`config.mk`:
```
export PLATFORM = sky130hd
export DESIGN_NAME = tnpb_mul
export DESIGN_NICKNAME = d
export VERILOG_FILES = /design/src/design/tnpb_mul.sv
export SDC_FILE = /design/constraint.sdc
export NUM_CORES = 2
export LEC_CHECK = 0
export ABC_AREA = 1
export BUFFER_PORTS_ARGS = -buffer_cell sky130_fd_sc_hd__buf_2
export CAP_MARGIN = 20
export CORE_ASPECT_RATIO = 1.4
export CORE_MARGIN = 3
export CORE_UTILIZATION = 40
export DETAILED_ROUTE_END_ITERATION = 10
export PLACE_DENSITY = 0.61
export SKIP_LAST_GASP = 1
export SLEW_MARGIN = 25
export SYNTH_ARGS = -nofsm -noshare
export SYNTH_HDL_FRONTEND = slang
export SYNTH_SLANG_ARGS = --single-unit
export TNS_END_PERCENT = 100
```
`constraint.sdc`:
```
create_clock -name i_clk -period 6.3 [get_ports i_clk]
set_input_delay 1.26 -clock i_clk [delete_from_list [all_inputs] [get_ports i_clk]]
set_output_delay 1.26 -clock i_clk [all_outputs]
set_load 0.005 [all_outputs]
```
`src/design/tnpb_mul.sv`:
```
module tnpb_mul #(
    parameter int W = 35
) (
    input  logic                  i_clk,
    input  logic                  i_en,
    input  logic signed [W-1:0]   i_a,
    input  logic signed [W-1:0]   i_b,
    output logic signed [2*W-1:0] o_p
);
    localparam int H  = (W + 1) / 2;
    localparam int HW = W - H;

    logic signed [HW-1:0]    a_hi, b_hi;
    logic signed [H:0]       a_lo, b_lo;
    logic signed [2*HW-1:0]  r_hh, n_hh;
    logic signed [HW+H:0]    r_hl, n_hl, r_lh, n_lh;
    logic signed [2*H+1:0]   r_ll, n_ll;
    logic signed [2*W-1:0]   r_p, n_p;

    // Split into a signed high half and an unsigned low half
    always_comb begin
        a_hi = i_a[W-1:H];
        b_hi = i_b[W-1:H];
        a_lo = {1'b0, i_a[H-1:0]};
        b_lo = {1'b0, i_b[H-1:0]};
        n_hh = a_hi * b_hi;
        n_hl = a_hi * b_lo;
        n_lh = a_lo * b_hi;
        n_ll = a_lo * b_lo;
        n_p  = ((2*W)'(r_hh) <<< (2*H))
             + (((2*W)'(r_hl) + (2*W)'(r_lh)) <<< H)
             + (2*W)'(r_ll);
    end

    always_ff @(posedge i_clk) begin
        if (i_en) begin
            r_hh <= n_hh;
            r_hl <= n_hl;
            r_lh <= n_lh;
            r_ll <= n_ll;
            r_p  <= n_p;
        end
    end

    assign o_p = r_p;

endmodule

```
==> impl_table.tex <==
\begin{tabular}{lr}
\hline
Metric & Value \\
\hline
\multicolumn{2}{l}{\textbf{Floorplanning}} \\
Top-Level Pins & 142 \\
DIE AREA & 0.145 mm2 \\
Number of placement rows & 162 \\
Area of the placeable core & 0.140 mm2 \\
Initial standard-cell utilization of the core & 0.403 \\
X dimension of the die & 323 um \\
Chip height & 450 um \\
\multicolumn{2}{l}{\textbf{CTS}} \\
Clock-pin slew on the worst setup and hold paths & 0.07 ns \\
Num CTS Buffers & 22 \\
CTS tree & yes \\
TritonCTS Sinks & 212 \\
Number of H-tree levels & 1 \\
Maximum clock path buffer count & 3 \\
Clk root buf & clkbuf\_16 \\
Clock latency reported for the late side of the worst-skew pair & 0.59 ns \\
\multicolumn{2}{l}{\textbf{Placement}} \\
Placed cell count & 9,517 \\
Port Buffers & 141 \\
Placed wire-length estimate after detailed placement & 150 mm \\
Post-Place Worst Slack & -0.700 ns \\
Final estimated routing congestion in global placement & 0.967 \\
\multicolumn{2}{l}{\textbf{Yosys}} \\
Synth Cell Area & 0.0563 mm2 \\
Post-synthesis mux area share & 0 \\
Combinational family with the most area after synthesis & adder cells \\
Sequential element share of the synthesized area & 0.113 \\
Synth Area in Compound Gates & 0.0565 \\
Syn Inst Count & 7,125 \\
Yosys reg bits & 212 \\
Area share of fa/ha/maj cells after synthesis & 0.487 \\
Share of flip-flops with an asynchronous set or reset & 0 \\
Warnings, synthesis & 0 \\
Unique masters post-synth & 49 \\
Synthesized area divided by synthesized cell count & 7.91 um2 \\
Synth Net Count & 8,771 \\
Post-synthesis simple-gate area fraction & 0.160 \\
Post-synthesis share of cell area spent on xor and xnor gates & 0.0292 \\
Post-synth EDFFs & 212 \\
Commonest register cell after synthesis & edfxtp\_1 \\
\multicolumn{2}{l}{\textbf{Critical path}} \\
Startpoint of the most critical setup path & i\_a[24] \\
Worst EP required & 6.59 ns \\
Worst-path fanout max & 16 \\
Worst flop-to-flop path startpoint & r\_lh[0]\$\_DFFE\_PP\_ \\
Critical Path End Type & register \\
Arrival time worst endpoint & 6.44 ns \\
Kind of launch point of the worst setup path & input pin \\
Critical path type & input pin to register \\
\multicolumn{2}{l}{\textbf{Finish}} \\
Area of combinational cells with multiple inputs & 0.0416 mm2 \\
Most frequent cells in the layout & inv\_1 (2,027), nand2\_1 (1,705), fa\_1 (1,029) \\
Area overhead of the layout relative to synthesis & 16.8\% \\
Non-Filler Instances & 9,567 \\
Ratio of cells with drive above 1 in the final layout & 0.134 \\
Number of nets in the layout & 9,388 \\
Number of fill cells in the layout & 13,700 \\
Most common cell after layout, fill and taps aside & inv\_1 \\
Footprint of the flip-flops and latches & 0.00637 mm2 \\
\multicolumn{2}{l}{\textbf{Routing}} \\
Violation count after the first detailed-route iteration & 2,379 \\
Routed via count & 46,700 \\
Met3 WL post-DR & 7.27 mm \\
Routed WL & 170 mm \\
Remaining number of nets flagged by the antenna check after routing & 0 \\
Vias per std cell & 4.88 \\
Pre-antenna DRT Iters & 5 \\
Detail-routed net length per standard cell & 17.7 um \\
Detailed route wirelength on metal2 & 88.5 mm \\
M1 wire length & 64.4 mm \\
Remaining DRCs & 0 \\
Uppermost signal routing layer after detailed routing & met5 \\
\multicolumn{2}{l}{\textbf{Global routing}} \\
Largest net degree at the start of global routing & 109 \\
Wire length of the first global-routing pass & 270 mm \\
Antenna violations before repair & 12 \\
Global route total overflow & 0 \\
Via count of the first global-routing pass & 50,400 \\
Total routing usage reported by global routing & 0.239 \\
\multicolumn{2}{l}{\textbf{Min path}} \\
Launch instance of the worst min-delay path & r\_ll[12]\$\_DFFE\_PP\_ \\
Type of the tightest min-delay check & register to register \\
\multicolumn{2}{l}{\textbf{STA}} \\
Max-slew headroom at the worst pin & 0.488 \\
Smallest setup slack after layout & 0.152 ns \\
Fin Setup TNS & 0 ns \\
Maximum frequency from static timing analysis & 163 MHz \\
RSZ-0062 raised after global routing & yes \\
Final worst hold slack & 0.417 ns \\
Actual slew at the worst max-slew pin & 0.768 ns \\
Maximum clock skew at final layout & 0.0430 ns \\
Final number of max-transition violations & 0 \\
Part of the cycle the worst path needs & 0.976 \\
Endpoints failing setup & 0 \\
Hold violation total from the final report & 0 \\
Post-route minimum period & 6.15 ns \\
\multicolumn{2}{l}{\textbf{Job}} \\
Max\_cap viols & 0 \\
\multicolumn{2}{l}{\textbf{Run status}} \\
Result of the run & completed \\
\hline
\end{tabular}
## registers in the layout, summed over array words and instances, names as in the netlist
| signal | count |
|---|---|
| r_ll | 36 |
| r_hl | 36 |
| r_lh | 36 |
| o_p | 70 |
| r_hh | 34 |
## cell families (layout without fill, tap and decap cells)
| family | count (synthesis) | in the layout |
|---|---|---|
| buf+inv | 2310 | 2943 |
| compound gates | 560 | 560 |
| flops | 212 | 212 |
| other cells | 0 | 5 |
| xor+xnor | 188 | 188 |
| fa+ha+maj | 1574 | 1574 |
| simple gates | 2281 | 2281 |
## worst max-delay path, cell delays in order
cell,delay [ns]
buf_2,0.17
buf_12,0.18
buf_4,0.18
nand2_1,0.06
inv_1,0.05
fa_1,0.50
inv_1,0.05
fa_1,0.40
fa_1,0.53
fa_1,0.54
inv_1,0.06
fa_1,0.48
inv_1,0.05
fa_1,0.48
inv_1,0.04
ha_1,0.31
buf_4,0.16
nand2_2,0.10
o21ai_0,0.13
a21oi_2,0.22
inv_1,0.06
a21oi_1,0.15
o41ai_2,0.10
xor2_1,0.15
## final cells by class
| cell class | instances | area share |
|---|---|---|
| diodes | 5 | 0.000190 |
| inverters | 2029 | 0.116 |
| repair buffers | 874 | 0.110 |
| flip-flops and latches | 212 | 0.0968 |
| clock inverters | 14 | 0.00177 |
| well taps | 1804 | 0.0343 |
| multi-input cells | 4603 | 0.633 |
| clock buffers | 26 | 0.00892 |
## layer usage
layer | vias to the layer above | track usage
li1 | 22100 | -
met1 | 23000 | 0.273
met2 | 1185 | 0.444
met3 | 413 | 0.0231
met4 | 12 | 0.111
met5 | - | 0
## metrics by stage
step,cell area [um2],util
2_1_floorplan,56700,-
3_3_place_gp,64700,0.463
3_5_place_dp,64700,0.463
4_1_cts,65400,0.469
5_1_grt,65800,0.471
6_report,65800,0.471
## worst paths after layout
| check | end | slack [ns] | cells past startpoint |
|---|---|---|---|
| worst max-delay path | r_hl[25]$_DFFE_PP_ | 0.15 | 24 |
| worst max register to register | o_p[67]$_DFFE_PP_ | 1.45 | 23 |
| worst min register to register | o_p[12]$_DFFE_PP_ | 0.42 | 0 |
| worst min-delay path | o_p[12]$_DFFE_PP_ | 0.42 | 0 |
## cell usage after synthesis, types with 5 or more instances
cell type,instances,area [um2]
o21a_1,10,75.1
fa_1,1032,20700
a21oi_2,5,43.8
ha_1,542,6780
or2_2,21,131
inv_1,2028,7610
o21ai_1,10,50.1
xnor2_1,54,473
nand2_2,8,50.1
nor3_1,27,135
nor2_1,321,1200
xor2_1,134,1170
o21ai_0,143,716
a21boi_0,9,67.6
clkbuf_1,276,1040
a31oi_1,25,156
nand2_1,1710,6420
a21oi_1,264,1320
nand4_1,40,250
nand3_1,126,631
a21o_1,32,240
nor4_1,7,43.8
o21ai_2,13,114
o21bai_1,27,203
and3_1,5,31.3
edfxtp_1,212,6370
## repair_timing
item / CTS / global route
setup buffers: 0 / 5
pin swaps: 0 / 13
hold buffers: 0 / 0
gates cloned: 0 / 0
resized for setup: 2 / 98
setup endpoints to repair: 1 / 78
Power is left out: the tool's default activity adds up to more than one toggle a clock period on the data nets, which glitch-free logic cannot reach.
